--- config.mk ---
export PLATFORM = sky130hd
export DESIGN_NAME = scr_ctrl
export DESIGN_NICKNAME = d
export VERILOG_FILES = /design/src/hw/rtl/scr_pkg.sv /design/src/hw/rtl/scr_ctrl.sv
export SDC_FILE = /design/constraint.sdc
export NUM_CORES = 1
export LEC_CHECK = 0
export ABC_AREA = 0
export ABC_CLOCK_PERIOD_IN_PS = 7310
export BUFFER_PORTS_ARGS = -buffer_cell sky130_fd_sc_hd__buf_2
export CAP_MARGIN = 10
export CORE_ASPECT_RATIO = 2
export CORE_MARGIN = 4
export CORE_UTILIZATION = 30
export DETAILED_ROUTE_END_ITERATION = 12
export SLEW_MARGIN = 5
export SYNTH_ARGS = -nofsm -noshare
export SYNTH_HDL_FRONTEND = slang
export SYNTH_SLANG_ARGS = --single-unit
--- constraint.sdc ---
create_clock -name clk_i -period 7.31 [get_ports clk_i]
set_clock_uncertainty 0.1 [all_clocks]
set_input_delay 1.0965 -clock clk_i [delete_from_list [all_inputs] [get_ports clk_i]]
set_output_delay 1.0965 -clock clk_i [all_outputs]
set_load 0.02 [all_outputs]
--- src/hw/rtl/scr_pkg.sv ---
// Shared types, constants and Salsa20/8 helpers for the scrypt ROMix core.
package scr_pkg;

  // Widest command fields, sized for MAX_R = 4 and MAX_LOG2_N = 20.
  localparam int unsigned XADDR_W = 6;
  localparam int unsigned VADDR_W = 26;
  localparam int unsigned XLOW_W  = 20;

  // Configuration register indexes.
  localparam logic [1:0] CFG_BLOCK_FACTOR = 2'd0;
  localparam logic [1:0] CFG_LOG2_COST    = 2'd1;

  typedef logic [31:0] sword_t;

  typedef struct packed {
    sword_t a;
    sword_t b;
    sword_t c;
    sword_t d;
  } quad_t;

  // What to do with read data in the cycle after the read is issued.
  typedef enum logic [1:0] {
    OP_NONE,
    OP_LOAD,
    OP_LOADX,
    OP_COPY
  } dp_op_e;

  typedef struct packed {
    logic                     in_we;
    logic                     cur;
    logic                     rd_en;
    logic                     rd_x;
    logic                     rd_v;
    logic [XADDR_W-1:0]       xaddr;
    logic [VADDR_W-1:0]       vaddr;
    dp_op_e                   op;
    logic [2:0]               slot;
    logic [VADDR_W-1:0]       waddr;
    logic [XADDR_W-1:0]       wxaddr;
    logic                     wr_en;
    logic                     wr_v;
    logic                     round_en;
    logic                     round_row;
    logic                     final_en;
  } dp_cmd_t;

  typedef struct packed {
    logic [XLOW_W-1:0] x0_low;
  } dp_sts_t;

  function automatic sword_t rotl(sword_t v, int unsigned s);
    rotl = (v << s) | (v >> (32 - s));
  endfunction

  function automatic quad_t quarter(quad_t q);
    quad_t o;
    o   = q;
    o.b = o.b ^ rotl(o.a + o.d, 7);
    o.c = o.c ^ rotl(o.b + o.a, 9);
    o.d = o.d ^ rotl(o.c + o.b, 13);
    o.a = o.a ^ rotl(o.d + o.c, 18);
    return o;
  endfunction

endpackage

--- src/hw/rtl/scr_ctrl.sv ---
// ROMix sequencer: config registers, load/fill/loop/output control.
module scr_ctrl #(
  parameter int unsigned MAX_R      = 4,
  parameter int unsigned MAX_LOG2_N = 10
) (
  input  logic             clk_i,
  input  logic             rst_ni,
  input  logic             cfg_we_i,
  input  logic [1:0]       cfg_idx_i,
  input  logic [3:0]       cfg_data_i,
  input  logic             in_valid_i,
  output logic             in_ready_o,
  input  logic             out_ready_i,
  output logic             out_valid_o,
  output logic             out_last_o,
  input  scr_pkg::dp_sts_t sts_i,
  output scr_pkg::dp_cmd_t cmd_o
);
  localparam int unsigned CW = $clog2(2 * MAX_R);
  localparam int unsigned WW = CW + 3;
  localparam int unsigned LW = MAX_LOG2_N;
  localparam int unsigned BW = MAX_LOG2_N + 1;

  typedef enum logic [3:0] {
    S_IN, S_COPY, S_COPY_WAIT, S_PRE, S_PRE_WAIT, S_LOAD, S_LOAD_WAIT,
    S_ROUND, S_FINAL, S_WRITE, S_OUT_RD, S_OUT_VALID
  } state_e;

  typedef enum logic {PH_FILL, PH_LOOP} phase_e;

  state_e         state_q;
  phase_e         phase_q;
  logic [2:0]     bf_q;
  logic [3:0]     lc_q;
  logic [6:0]     cnt_q;
  logic [CW-1:0]  r_q;
  logic [3:0]     lg_q;
  logic [WW-1:0]  k_q;
  logic [2:0]     w_q;
  logic [CW-1:0]  c_q;
  logic [BW-1:0]  i_q;
  logic [LW-1:0]  j_q;
  logic           cur_q;

  logic [2:0]    rr;
  logic [CW-1:0] r_eff;
  logic [3:0]    lg_eff;
  logic [WW:0]   words_in, words_q;
  logic [6:0]    cnt_n;
  logic          done_in;
  logic [WW-1:0] lastk;
  logic [CW-1:0] lastc, pos, half_c;
  logic [BW-1:0] n_q;
  logic [LW-1:0] nmask, src_blk;
  logic          dst_v;

  // Clamp the registers to the supported range.
  always_comb begin
    if (bf_q == 3'd0) begin
      rr = 3'd1;
    end else if (32'(bf_q) > MAX_R) begin
      rr = 3'(MAX_R);
    end else begin
      rr = bf_q;
    end
  end

  assign r_eff    = CW'(rr);
  assign lg_eff   = (32'(lc_q) > MAX_LOG2_N) ? 4'(MAX_LOG2_N) : lc_q;
  assign words_in = {r_eff, 4'b0};
  assign cnt_n    = cnt_q + 7'd1;
  assign done_in  = cnt_n >= 7'(words_in);
  assign words_q  = {r_q, 4'b0};
  assign lastk    = WW'(words_q - 1'b1);
  assign lastc    = CW'({r_q, 1'b0} - 1'b1);
  assign half_c   = c_q >> 1;
  assign pos      = c_q[0] ? CW'(r_q + half_c) : half_c;
  assign n_q      = BW'(1) << lg_q;
  assign nmask    = LW'(n_q - 1'b1);
  assign dst_v    = (phase_q == PH_FILL) && (i_q != n_q);
  assign src_blk  = (phase_q == PH_FILL) ? LW'(i_q - 1'b1) : j_q;

  always_comb begin
    cmd_o     = '0;
    cmd_o.cur = cur_q;
    in_ready_o  = 1'b0;
    out_valid_o = 1'b0;
    out_last_o  = (k_q == lastk);
    case (state_q)
      S_IN: begin
        in_ready_o   = 1'b1;
        cmd_o.in_we  = in_valid_i;
        cmd_o.xaddr  = scr_pkg::XADDR_W'(cnt_q[WW-1:0]);
      end
      S_COPY: begin
        cmd_o.rd_en = 1'b1;
        cmd_o.rd_x  = 1'b1;
        cmd_o.xaddr = scr_pkg::XADDR_W'(k_q);
        cmd_o.op    = scr_pkg::OP_COPY;
        cmd_o.waddr = scr_pkg::VADDR_W'({LW'(0), k_q});
      end
      S_PRE, S_LOAD: begin
        cmd_o.rd_en = 1'b1;
        cmd_o.rd_x  = (phase_q == PH_LOOP);
        cmd_o.rd_v  = 1'b1;
        cmd_o.slot  = w_q;
        if (state_q == S_PRE) begin
          cmd_o.op    = scr_pkg::OP_LOAD;
          cmd_o.xaddr = scr_pkg::XADDR_W'({lastc, w_q});
          cmd_o.vaddr = scr_pkg::VADDR_W'({src_blk, lastc, w_q});
        end else begin
          cmd_o.op    = scr_pkg::OP_LOADX;
          cmd_o.xaddr = scr_pkg::XADDR_W'({c_q, w_q});
          cmd_o.vaddr = scr_pkg::VADDR_W'({src_blk, c_q, w_q});
        end
      end
      S_ROUND: begin
        cmd_o.round_en  = 1'b1;
        cmd_o.round_row = w_q[0];
      end
      S_FINAL: begin
        cmd_o.final_en = 1'b1;
      end
      S_WRITE: begin
        cmd_o.wr_en  = 1'b1;
        cmd_o.wr_v   = dst_v;
        cmd_o.slot   = w_q;
        cmd_o.wxaddr = scr_pkg::XADDR_W'({pos, w_q});
        cmd_o.waddr  = scr_pkg::VADDR_W'({LW'(i_q), pos, w_q});
      end
      S_OUT_RD: begin
        cmd_o.rd_en = 1'b1;
        cmd_o.rd_x  = 1'b1;
        cmd_o.xaddr = scr_pkg::XADDR_W'(k_q);
      end
      S_OUT_VALID: begin
        out_valid_o = 1'b1;
      end
      default: begin
        // wait states: read data still lands, bank select must hold
        cmd_o.op = scr_pkg::OP_NONE;
      end
    endcase
  end

  always_ff @(posedge clk_i or negedge rst_ni) begin
    if (!rst_ni) begin
      state_q <= S_IN;
      phase_q <= PH_FILL;
      bf_q    <= 3'd1;
      lc_q    <= 4'd10;
      cnt_q   <= '0;
      r_q     <= CW'(1);
      lg_q    <= '0;
      k_q     <= '0;
      w_q     <= '0;
      c_q     <= '0;
      i_q     <= '0;
      j_q     <= '0;
      cur_q   <= 1'b0;
    end else begin
      if (cfg_we_i) begin
        if (cfg_idx_i == scr_pkg::CFG_BLOCK_FACTOR) begin
          bf_q <= cfg_data_i[2:0];
        end else if (cfg_idx_i == scr_pkg::CFG_LOG2_COST) begin
          lc_q <= cfg_data_i;
        end
      end
      case (state_q)
        S_IN: begin
          if (in_valid_i) begin
            if (done_in) begin
              cnt_q   <= '0;
              r_q     <= r_eff;
              lg_q    <= lg_eff;
              k_q     <= '0;
              state_q <= S_COPY;
            end else begin
              cnt_q <= cnt_n;
            end
          end
        end
        S_COPY: begin
          k_q <= k_q + 1'b1;
          if (k_q == lastk) begin
            state_q <= S_COPY_WAIT;
          end
        end
        S_COPY_WAIT: begin
          phase_q <= PH_FILL;
          i_q     <= BW'(1);
          w_q     <= '0;
          state_q <= S_PRE;
        end
        S_PRE: begin
          w_q <= w_q + 1'b1;
          if (w_q == 3'd7) begin
            state_q <= S_PRE_WAIT;
          end
        end
        S_PRE_WAIT: begin
          c_q     <= '0;
          state_q <= S_LOAD;
        end
        S_LOAD: begin
          w_q <= w_q + 1'b1;
          if (w_q == 3'd7) begin
            state_q <= S_LOAD_WAIT;
          end
        end
        S_LOAD_WAIT: begin
          state_q <= S_ROUND;
        end
        S_ROUND: begin
          w_q <= w_q + 1'b1;
          if (w_q == 3'd7) begin
            state_q <= S_FINAL;
          end
        end
        S_FINAL: begin
          state_q <= S_WRITE;
        end
        S_WRITE: begin
          w_q <= w_q + 1'b1;
          // Integerify: first word of the last chunk of the new X
          if (w_q == 3'd0 && c_q == lastc) begin
            j_q <= sts_i.x0_low[LW-1:0] & nmask;
          end
          if (w_q == 3'd7) begin
            if (c_q != lastc) begin
              c_q     <= c_q + 1'b1;
              state_q <= S_LOAD;
            end else if (phase_q == PH_FILL) begin
              state_q <= S_PRE;
              if (i_q == n_q) begin
                cur_q   <= ~cur_q;
                phase_q <= PH_LOOP;
                i_q     <= '0;
              end else begin
                i_q <= i_q + 1'b1;
              end
            end else begin
              cur_q <= ~cur_q;
              if (i_q == BW'(n_q - 1'b1)) begin
                k_q     <= '0;
                state_q <= S_OUT_RD;
              end else begin
                i_q     <= i_q + 1'b1;
                state_q <= S_PRE;
              end
            end
          end
        end
        S_OUT_RD: begin
          state_q <= S_OUT_VALID;
        end
        S_OUT_VALID: begin
          if (out_ready_i) begin
            if (k_q == lastk) begin
              state_q <= S_IN;
            end else begin
              k_q     <= k_q + 1'b1;
              state_q <= S_OUT_RD;
            end
          end
        end
        default: begin
          state_q <= S_IN;
        end
      endcase
    end
  end
endmodule

==> summary by stage, run 1 <==
Routing
The final antenna-violating net count is 0. The post-detailed-route DRC marker count is 0. The detailed-router iteration count before antenna repair is 4.

For this block, the routed nets add up to 15100 µm of wire. After detailed routing, the number of vias per cell comes to 5.33. The number of violations reported at the end of detailed-routing iteration 0 is 203. Summing over every cut layer, the via total after detailed routing is 4718. The routed length per instance is 17.0 µm.

Layout
The count of non-filler cells in the finished layout is 885. The net count of the finished layout is 721. The filler cells instantiated in the layout total 1676. The area of all sequential standard cells is 1510 µm². The repair_antennas step left the layout with diodes totalling 0. From synthesis to final layout, the design area changed by 15.6%. In the final layout, the share of cells above drive strength 1 is 0.201. In the final layout, the multi-input gates occupy 3130 µm².

CTS
After clock tree synthesis, the clock-pin slew on the worst setup and hold paths is 0.06 ns. The setup fix buffers added after clock tree synthesis is 0. The H-tree depth reported by CTS is 3.

In this run, CTS created clock tree buffers numbering 9. The number of hold buffers added after CTS is 0. The number of gates resized after CTS was 0. Clock tree synthesis found a total of 60 sinks. TritonCTS built the clock tree.

The root cell of the clock tree is sky130_fd_sc_hd__clkbuf_16. The later pin in the worst-skew pair is clocked with a latency of 0.34 ns. The number of buffers on the longest clock path is 2.

Hold path
In this run the most critical hold path is launched from cur_q. The tightest min-delay check is of the reg2reg type. The number of cells on the worst hold path is 1.

Logic synthesis
The commonest cells after synthesis are sky130_fd_sc_hd__nand2_1 (69), sky130_fd_sc_hd__nor2_1 (58), sky130_fd_sc_hd__dfrtp_1 (56). In the synthesized netlist the async set-or-reset flop fraction comes to 1.00. The flip-flop and latch count after synthesis is 60. A synthesized cell averages 8.04 µm². The share of the Yosys chip area taken by registers is 0.302.

By instance count, the leading cell after synthesis is sky130_fd_sc_hd__nand2_1. Of the total synthesized cell area, the portion taken by XOR and XNOR cells is 0.0444. The area fraction in compound gates after synthesis is 0.222. The share of synthesized cell area in full adder, half adder and majority cells is 0.0366. Yosys attributes the largest share of cell area to sky130_fd_sc_hd__dfrtp_1 (28%), sky130_fd_sc_hd__nand2_1 (5.2%), sky130_fd_sc_hd__o21ai_0 (4.5%), sky130_fd_sc_hd__nor2_1 (4.4%), sky130_fd_sc_hd__buf_4 (3.5%). Of the post-synthesis cell area, the dominant cell type holds 0.281. The simple-gate area share of the yosys netlist is 0.286.

The count of different cell masters after synthesis is 80. The cell count after synthesis is 621. The dominant combinational cell family by area after synthesis is simple AND/OR/NAND/NOR gates. Of the post-synthesis cell area, the part taken by muxes is 0.0236. The synthesized design spends more area on one cell type than any other, namely sky130_fd_sc_hd__dfrtp_1. The predominant post-synthesis flop cell is sky130_fd_sc_hd__dfrtp_1.

Counting flops with a built-in enable in the synthesized netlist gives 0. After synthesis the cells add up to 4990 µm². The Yosys step of the flow raised 0 warnings.

Power and ir drop
The combinational power share is 0.516. Summed over all nets, the switching power comes to 970 µW. For this design the ratio of total power to cell area is 366 nW/µm². The sequential share of power is 0.250. The part of the power in the clock network is 0.234. The analysis attributes to cell leakage a power of 0.00282 µW.

The worst voltage drop across the vdd grid is 0.255 mV. The cell internal power dissipation is 1140 µW. The switching share of total power is 0.460.

Critical path
The source of the worst register-to-register timing path is lg_q[0]. The worst setup path is captured at a register. The setup path with the least slack is of type reg2reg. The data required time of the critical path is 7.48 ns. The critical path starts at lg_q[0]. The slowest stage cell on the critical path is sky130_fd_sc_hd__or4_4. The startpoint class of the critical path is a register. The maximum fanout encountered on the critical timing path is 25. The worst-case reg-to-reg path depth is 9. STA puts the critical path data arrival time at 4.55 ns. The signal on the critical path passes through or4_4 > ha_1 > nor2b_1 > o21a_1 > or3_1 > a211oi_1 > a21oi_2 > nor2_2 > mux2i_1. The largest single stage delay on the critical path is 0.68 ns.

GRT
The number of global-route vias before repair is 4601. Entering global routing, the biggest net connects 61 pins. The global-route usage over all layers is 0.162. The number of antenna violations at the first check in global routing is 0. The wire length of the first global-routing pass is 24200 µm. The total overflow left after global routing is 0.

STA
Setup repair after global routing left no endpoint under its margin. The setup slack of the critical path after layout is 2.92 ns. The sum of negative setup slack is 0 ns. Counting I/O delays and the setup requirement, the final critical path takes 4.39 ns. The fraction of the cycle the final worst path needs is 0.600. For this run, the top clock speed supported by timing is 228 MHz.

The setup violation total in the final timing report is 0. The total count of hold-check failures in the final report is 0. At the pin with the least slew margin, the transition time is 1.04 ns. In this run the tightest slew margin relative to its limit is 0.301. The final max-slew violation count came to 0.

Placement
The routability congestion estimate is 0.844. Timing analysis after detailed placement gives a worst setup slack of 2.91 ns. The count of buffers added on input and output ports is 82. The HPWL after detailed placement is 11300 µm.

After detailed placement, the design holds a cell count of 869.

Floorplan
From bottom edge to top edge, the die measures 190 µm. The effective utilization at floorplan is 0.307. The total number of placement rows is 66. For this design the top-level I/O count stands at 113. The floorplan step defined a core boundary enclosing 16300 µm².

The die span in x is 99.2 µm. The total die area is 18900 µm².

Run status
The run finished with clean final reports.

Job
The number of violations of the max-capacitance limit is 0.
## registers in the layout (all words and copies together) (netlist names)
signal,count
bf_q,3
c_q,3
cnt_q,7
cur_q,1
i_q,11
j_q,10
k_q,6
lc_q,4
lg_q,4
phase_q,1
r_q,3
state_q,4
w_q,3
## path summary, 6_finish.rpt
path / endpoint / slack (ns)
setup reg to reg: i_q[0] / 2.92
hold / removal: cur_q / 0.38
max in group asynchronous: j_q[1] / 5.72
hold reg to reg: cur_q / 0.38
min in group asynchronous: lc_q[0] / 0.82
setup / recovery: i_q[0] / 2.92
## power groups by stage
stage	combinational, µW	clock [µW]	sequential (µW)
after floorplan	876	0	453
after global placement	1080	0	529
after detailed placement	1090	0	532
after CTS	1090	502	527
after global routing	1200	517	541
final	1090	494	527
## layout make-up
class | instances | share of cell area
clock inverter | 7 | 0.0200
tap | 204 | 0.0442
sequential | 60 | 0.261
timing repair buffer | 88 | 0.0789
multi-input combinational | 496 | 0.543
inverter | 21 | 0.0137
clock buffer | 9 | 0.0390
## metrics by stage
| stage | cell area, µm² | hold slack, ns | utilization | power (µW) |
|---|---|---|---|---|
| floorplan | 5060 | 0.343 | - | 1330 |
| global placement | 5430 | 0.362 | 0.334 | 1610 |
| detailed placement | 5430 | 0.369 | 0.334 | 1620 |
| CTS | 5770 | 0.380 | 0.355 | 2120 |
| global route | 5770 | 0.411 | 0.355 | 2260 |
| finish | 5770 | 0.376 | 0.355 | 2110 |
## routing by layer
layer	vias to the layer above	wire length, µm	track usage
li1	2278	-	-
met1	2266	5540	0.168
met2	144	8300	0.305
met3	30	649	0.0220
met4	0	591	0.0905
met5	-	0	0
## cells by family (layout without fill, tap and decap cells)
group,Yosys count,in the layout
muxes,11,11
and+or+nand+nor,271,271
other,1,20
buffers and inverters,84,125
xor gates and xnor gates,22,22
DFF,60,60
adders and majority gates,14,14
AOI/OAI and AO/OA,158,158
## cell usage in the layout, fill, tap and decap left out, drive strengths merged, types with 4 or more instances in the layout
| cell type | instances |
|---|---|
| clkbuf | 9 |
| or2 | 11 |
| dfrtp | 56 |
| a221o | 15 |
| a22o | 5 |
| nand3 | 18 |
| and4 | 4 |
| nor4b | 5 |
| buf | 88 |
| ha | 13 |
| nor3 | 12 |
| nor2 | 59 |
| nor3b | 8 |
| o21ai | 48 |
| dfstp | 4 |
| o211ai | 4 |
| xnor2 | 10 |
| xor2 | 10 |
| nand2 | 69 |
| nand3b | 5 |
| conb | 20 |
| or3 | 4 |
| and3 | 8 |
| nor4 | 7 |
| a21oi | 30 |
| nand2b | 22 |
| and3b | 4 |
| and2 | 13 |
| a211oi | 4 |
| mux2 | 6 |
| a21o | 12 |
| mux2i | 5 |
| nor2b | 13 |
| inv | 21 |
| o31ai | 6 |
## worst max-delay path: cells and delay by family (launching register included)
family          cells  cell delay, ns
fa+ha+maj           1            0.47
mux                 1            0.24
compound gates      3            1.15
simple gates        4            1.69
flops               1            0.66
Power figures use the tool's default switching activity.
==> inputs of run 2 (changes only) <==
--- a/config.mk
+++ b/config.mk
@@ -6,7 +6,7 @@
 export NUM_CORES = 1
 export LEC_CHECK = 0
 export ABC_AREA = 0
-export ABC_CLOCK_PERIOD_IN_PS = 7310
+export ABC_CLOCK_PERIOD_IN_PS = 4280
 export BUFFER_PORTS_ARGS = -buffer_cell sky130_fd_sc_hd__buf_2
 export CAP_MARGIN = 10
 export CORE_ASPECT_RATIO = 2
==> constraint.sdc (replaced) <==
create_clock -name clk_i -period 4.28 [get_ports clk_i]
set_clock_uncertainty 0.1 [all_clocks]
set_input_delay 0.642 -clock clk_i [delete_from_list [all_inputs] [get_ports clk_i]]
set_output_delay 0.642 -clock clk_i [all_outputs]
set_load 0.02 [all_outputs]
==> summary by stage, run 2 (synthesis results as in run 1) <==
CTS
After clock tree synthesis, the clock-pin slew on the worst setup and hold paths is 0.05 ns. The number of buffers on the longest clock path is 2. The number of hold buffers added after CTS is 0. The total CTS buffers is 9. Post-CTS timing repair inserted 0 buffers for setup. Once the clock tree was built, the resizer swapped 0 gates to a different size.

The TritonCTS clock tree is yes. The root cell of the clock tree is sky130_fd_sc_hd__clkbuf_16. The total clock sinks is 60. The H-tree depth reported by CTS is 3. At the later pin of the worst-skew pair, clock insertion delay measures 0.33 ns.

Power and ir drop
The power dissipated by switching net loads is 1670 µW. For this design the static power due to leakage is 0.00286 µW. The share of total power dissipated in sequential elements is 0.235.

Of the total power, the share spent switching nets is 0.465. The worst voltage drop across the vdd grid is 0.388 mV. Power spread over the standard cell area amounts to 616 nW/µm². Of the total power, combinational logic draws 0.557. The cell internal power dissipation is 1920 µW.

The part of the power in the clock network is 0.207.

Layout
The largest registers in the layout are i_q: 11 flops, j_q: 10 flops, cnt_q: 7 flops. Leaving out fill and tap cells, the most frequent cells in the layout are sky130_fd_sc_hd__buf_2 (82), sky130_fd_sc_hd__nand2_1 (69), sky130_fd_sc_hd__nor2_1 (58). The number of flip-flops in the largest register is 11. The area growth from synthesis to layout is 16.5%. After the last flow step, the layout net total stands at 732. The leading cell type in the layout, fill and taps excluded is sky130_fd_sc_hd__buf_2. The cell area after layout is 5820 µm². The largest register by flop count is i_q.

The diode insertion count for antenna repair is 0. Of the cells placed in the final design, the portion with a size suffix greater than 1 is 0.212.

Critical path
The critical path goes through or4_4 > ha_1 > buf_4 > nor4_1 > o21ai_1 > a221oi_1 > nor4_2 > a21oi_2 > nor2_2 > buf_4 > a221o_1. The slowest stage cell on the critical path is sky130_fd_sc_hd__or4_4. In this design, the stage delay of the slowest critical-path cell is 0.59 ns.

The source of the worst register-to-register timing path is lg_q[3]. The library cell appearing most often on the critical path is sky130_fd_sc_hd__buf_4. The number of buffer and inverter instances along the worst setup path is 2.

At the worst endpoint, the arrival time is 3.84 ns. The worst setup path is launched from a register. STA classifies the critical path endpoint as a register.

The dominant delay contributor by cell family on the critical path is compound AO/OA/AOI/OAI gates. The critical path class is reg2reg. The maximum fanout encountered on the critical timing path is 16. The most critical setup path has its startpoint at lg_q[3]. The data required time of the critical path is 4.39 ns.

Routing
The final antenna-violating net count is 0. After detailed routing, the number of remaining DRC violations is 0. The routed layout has 4672 vias. The number of violations reported at the end of detailed-routing iteration 0 is 155. The detailed-router iteration count before antenna repair is 4. After detailed routing, the average wire length per cell comes to 17.2 µm. The via density per instance is 5.21.

The final layout contains routed wiring with a total length of 15400 µm.

GRT
The total congestion overflow is 0. The number of global-route vias before repair is 4640. The maximum number of pins on one net before global-route repair is 35. In the global route stage, overall resource usage came out at 0.165. The first global-routing pass estimated 24500 µm of wire.

The number of antenna violations at the first check in global routing is 0.

Placement
Summing all placed instances gives a cell area of 5510 µm². Port buffering added 82 buffers. The HPWL after detailed placement is 11600 µm. The routability congestion estimate is 0.881.

Floorplan
For this configuration, the core starts out at a cell density of 0.307. The die is 190 µm tall. The number of I/O pins is 113. The total number of placement rows is 66. The die is 99.2 µm wide. The core region is 16300 µm². The total die area is 18900 µm².

STA
The minimum clock period after layout is 3.73 ns. The fraction of the cycle the final worst path needs is 0.871. The worst max-slew margin expressed relative to the limit is 0.456. For the final routed database, the setup TNS stands at 0 ns. The total count of hold-check failures in the final report was 0. The slew at the pin closest to its max-slew limit is 0.815 ns. The upper clock frequency limit is 268 MHz.

The final max-slew violation count came to 0. Setup repair after global routing left no endpoint under its margin. Setup violations remaining at the end of the flow were counted as 0.

Job
Max-cap violations in this run came to 0.

Hold path
The class of the worst hold path is in2async.

Run status
The run finished with clean final reports.
run 2: cell count changes in the layout (fill, tap and decap cells not counted), sizes merged:
cell	previous run	this run
clkbuf	9	12
bufinv	3	1
clkinvlp	2	1
buf	88	99
run 2: layout make-up:
cell class,instances,area [µm²]
clock buffer,12,256
timing repair buffer,99,538
multi-input combinational,496,3130
tap,204,255
clock inverter,4,47.5
sequential,60,1510
fill,1697,10500
inverter,21,78.8
run 2: power by group through the flow:
stage          combinational (µW)  clock (µW)  sequential [µW]
3_5_place_dp                 2000           0              853
5_1_grt                      2210         783              861
3_3_place_gp                 1990           0              850
2_1_floorplan                1500           0              773
6_report                     2000         744              843
4_1_cts                      2010         760              843
run 2: routing by layer:
layer / GRT usage / vias up / share of wire
li1: - / 2305 / -
met1: 0.171 / 2226 / 0.37
met2: 0.314 / 116 / 0.56
met3: 0.0249 / 25 / 0.040
met4: 0.0794 / 0 / 0.033
met5: 0 / - / 0
run 2: final timing paths:
kind | cells after the start | to | slack, ns
setup / recovery | 11 | i_q[5] | 0.55
hold / removal | 1 | lc_q[0] | 0.31
setup reg to reg | 11 | i_q[5] | 0.55
hold reg to reg | 1 | cur_q | 0.37
max in group asynchronous | 2 | cur_q | 2.87
min in group clk_i | 1 | cur_q | 0.37
run 2: stage by stage:
stage	utilization	setup WS [ns]	hold WS, ns	cells	total power [µW]
2_1_floorplan	-	1.18	0.246	640	2270
3_3_place_gp	0.339	0.606	0.363	880	2840
3_5_place_dp	0.339	0.599	0.365	880	2860
4_1_cts	0.357	0.582	0.321	896	3620
5_1_grt	0.357	0.308	0.355	896	3850
6_report	0.357	0.553	0.309	896	3580
==> inputs of run 3 (changes only) <==
--- a/config.mk
+++ b/config.mk
@@ -10,7 +10,7 @@
 export BUFFER_PORTS_ARGS = -buffer_cell sky130_fd_sc_hd__buf_2
 export CAP_MARGIN = 10
 export CORE_ASPECT_RATIO = 2
-export CORE_MARGIN = 4
+export CORE_MARGIN = 2
 export CORE_UTILIZATION = 30
 export DETAILED_ROUTE_END_ITERATION = 12
 export SLEW_MARGIN = 5
==> summary by stage, run 3 (synthesis results as in run 1) <==
Routing
Dividing the detail-routed via count by the number of cells gives 5.27. The detailed-router iteration count before antenna repair is 4. The routed design has 15000 µm of wire.

The number of violations reported at the end of detailed-routing iteration 0 is 224. The routed length per instance is 16.8 µm. The total vias in the final route is 4717.

The final antenna-violating net count is 0. The post-detailed-route DRC marker count is 0.

CTS
In this run, post-CTS repair resized a total of 0 instances. The number of hold buffers added after CTS is 0. The TritonCTS clock tree is yes. The total CTS buffers is 9.

The root cell of the clock tree is sky130_fd_sc_hd__clkbuf_16. The H-tree depth reported by CTS is 3. The clock net in this run drives a total of 60 sinks. The clock passes through at most 2 buffers. Buffers added to address setup during post-CTS repair amount to 0. The clock transition at the registers of the reported paths is 0.06 ns. At the later pin of the worst-skew pair, clock insertion delay measures 0.34 ns.

Critical path
For the worst setup path, the data required time is 4.39 ns. The critical path goes through or4_4 > ha_1 > nor4b_1 > nor4_1 > o2111ai_1 > nor4_2 > a21oi_2 > buf_4 > and4_1 > a221o_1. The critical path class is reg2reg.

For this run, the slowest stage of the critical path takes 0.59 ns. STA classifies the critical path startpoint as a register. The arrival time of data at the critical path endpoint is 3.71 ns. The worst-case reg-to-reg path depth is 10.

The register-to-register setup slack is 0.68 ns. The critical path capture point type is a register. The maximum fanout encountered on the critical timing path is 15. The kind of cell with the highest combined delay along the critical path is simple AND/OR/NAND/NOR gates. On the critical path, the stage with the largest delay is an instance of sky130_fd_sc_hd__or4_4. The end of the worst register-to-register path is i_q[9]. Counting both buffers and inverters, the worst setup path holds a total of 1.

The source of the worst register-to-register timing path is lg_q[3].

Hold path
The beginning of the worst hold path is cur_q. In this run the worst hold path is classified as reg2reg. The number of cells on the worst hold path is 1. For hold timing, the worst endpoint is cur_q.

Layout
The largest register by flop count is i_q. Relative to the synthesized area, the layout overhead comes to 15.9%. Leaving out fill and tap cells, the most frequent cells in the layout are sky130_fd_sc_hd__buf_2 (82), sky130_fd_sc_hd__nand2_1 (69), sky130_fd_sc_hd__nor2_1 (58).

The finished cells cover 5790 µm². Of the cells placed in the final design, the portion with a size suffix greater than 1 is 0.211. The register with the most flip-flops in the layout has 11 of them. In the final layout, the registers with the most flip-flops are i_q: 11 flops, j_q: 10 flops, cnt_q: 7 flops. The diode insertion count for antenna repair is 0. At the end of the flow the core is filled with cells to 0.356. The library cell used most frequently in the layout, excluding fill and tap cells, is sky130_fd_sc_hd__buf_2.

The number of nets in the finished design is 731.

GRT
The number of antenna violations at the first check in global routing is 0. The number of global-route vias before repair is 4813. In the global route stage, overall resource usage came out at 0.174.

The first global-routing pass estimated 24100 µm of wire. The total congestion overflow is 0. The maximum number of pins on one net before global-route repair is 44.

Floorplan
The total area inside the core boundary comes to 16300 µm². The height of the die is 186 µm. Row generation in the floorplan step produced 66 rows.

For this configuration, the core starts out at a cell density of 0.307. Pin placement for this block handled 113 I/O pins. The die is 95.2 µm wide. The die covers 17700 µm².

Job
The tool flagged a number of max-cap violations equal to 0.

Power and ir drop
Summed over all cells, the static leakage comes to 0.00283 µW. The worst-case IR drop observed on VDD is 0.425 mV. In this run the power density over the cells is 606 nW/µm².

STA
The minimum clock period after layout is 3.60 ns. Timing would allow up to 278 MHz. The total count of hold-check failures in the final report was 0. At the pin with the least slew margin, the transition time is 1.05 ns. Setup repair after global routing left no endpoint under its margin. Headroom to the max-slew limit came out at 0.299. The fraction of the cycle the final worst path needs is 0.841. The final max-slew violation count is 0. The tightest hold path in the finished design has a slack of 0.365 ns. The sum of negative setup slack is 0 ns.

The setup violation total in the final timing report is 0.

Placement
The congestion estimate from routability-driven global placement came to 0.846. Once placement finished, the instance area stood at 5500 µm². The HPWL after detailed placement is 11500 µm. In this run the tool buffered the top-level ports with 82 buffer cells.

Run status
The run finished with clean final reports.
==> run 3: changes by cell type in the layout (fill, tap and decap cells not counted), sizes merged <==
cell      before  now
buf           99   98
bufinv         1    0
clkbuf        12   11
clkinv         2    1
clkinvlp       1    4
==> run 3: metrics by stage <==
| stage | power (µW) | std cells | worst slack, ns |
|---|---|---|---|
| final | 3500 | 895 | 0.680 |
| after global routing | 3770 | 895 | 0.450 |
| after detailed placement | 2830 | 879 | 0.694 |
| after CTS | 3520 | 895 | 0.675 |
| after floorplan | 2270 | 640 | 1.18 |
| after global placement | 2820 | 879 | 0.717 |
==> run 3: cell type report <==
class	count	area, µm²
fill	1732	10500
multi-input combinational	496	3130
sequential	60	1510
timing repair buffer	98	531
tap	204	255
clock buffer	11	243
inverter	21	78.8
clock inverter	5	38.8
==> run 3: worst max path at each step <==
stage,from,end,slack [ns],depth (start not counted)
2_1_floorplan,lg_q[1],i_q[10],1.18,11
3_3_place_gp,lg_q[3],i_q[3],0.72,10
3_5_place_dp,lg_q[3],i_q[3],0.69,10
4_1_cts,lg_q[3],i_q[3],0.67,10
5_1_grt,lg_q[3],i_q[10],0.45,10
6_report,lg_q[3],i_q[9],0.68,10
==> run 3: metal layers <==
| layer | routed length (µm) | global-route usage | vias up | share of wire |
|---|---|---|---|---|
| met5 | 0 | 0 | - | 0 |
| met4 | 875 | 0.107 | 0 | 0.058 |
| met3 | 613 | 0.0250 | 48 | 0.041 |
| met2 | 8060 | 0.325 | 144 | 0.54 |
| met1 | 5460 | 0.171 | 2239 | 0.36 |
| li1 | - | - | 2286 | - |
==> run 3: report_power, final <==
| part | total (µW) | leakage [µW] | switching, µW | internal, µW |
|---|---|---|---|---|
| sequential | 864 | 0.000737 | 183 | 681 |
| clock | 688 | 0.000124 | 279 | 408 |
| combinational | 1950 | 0.00197 | 1200 | 747 |
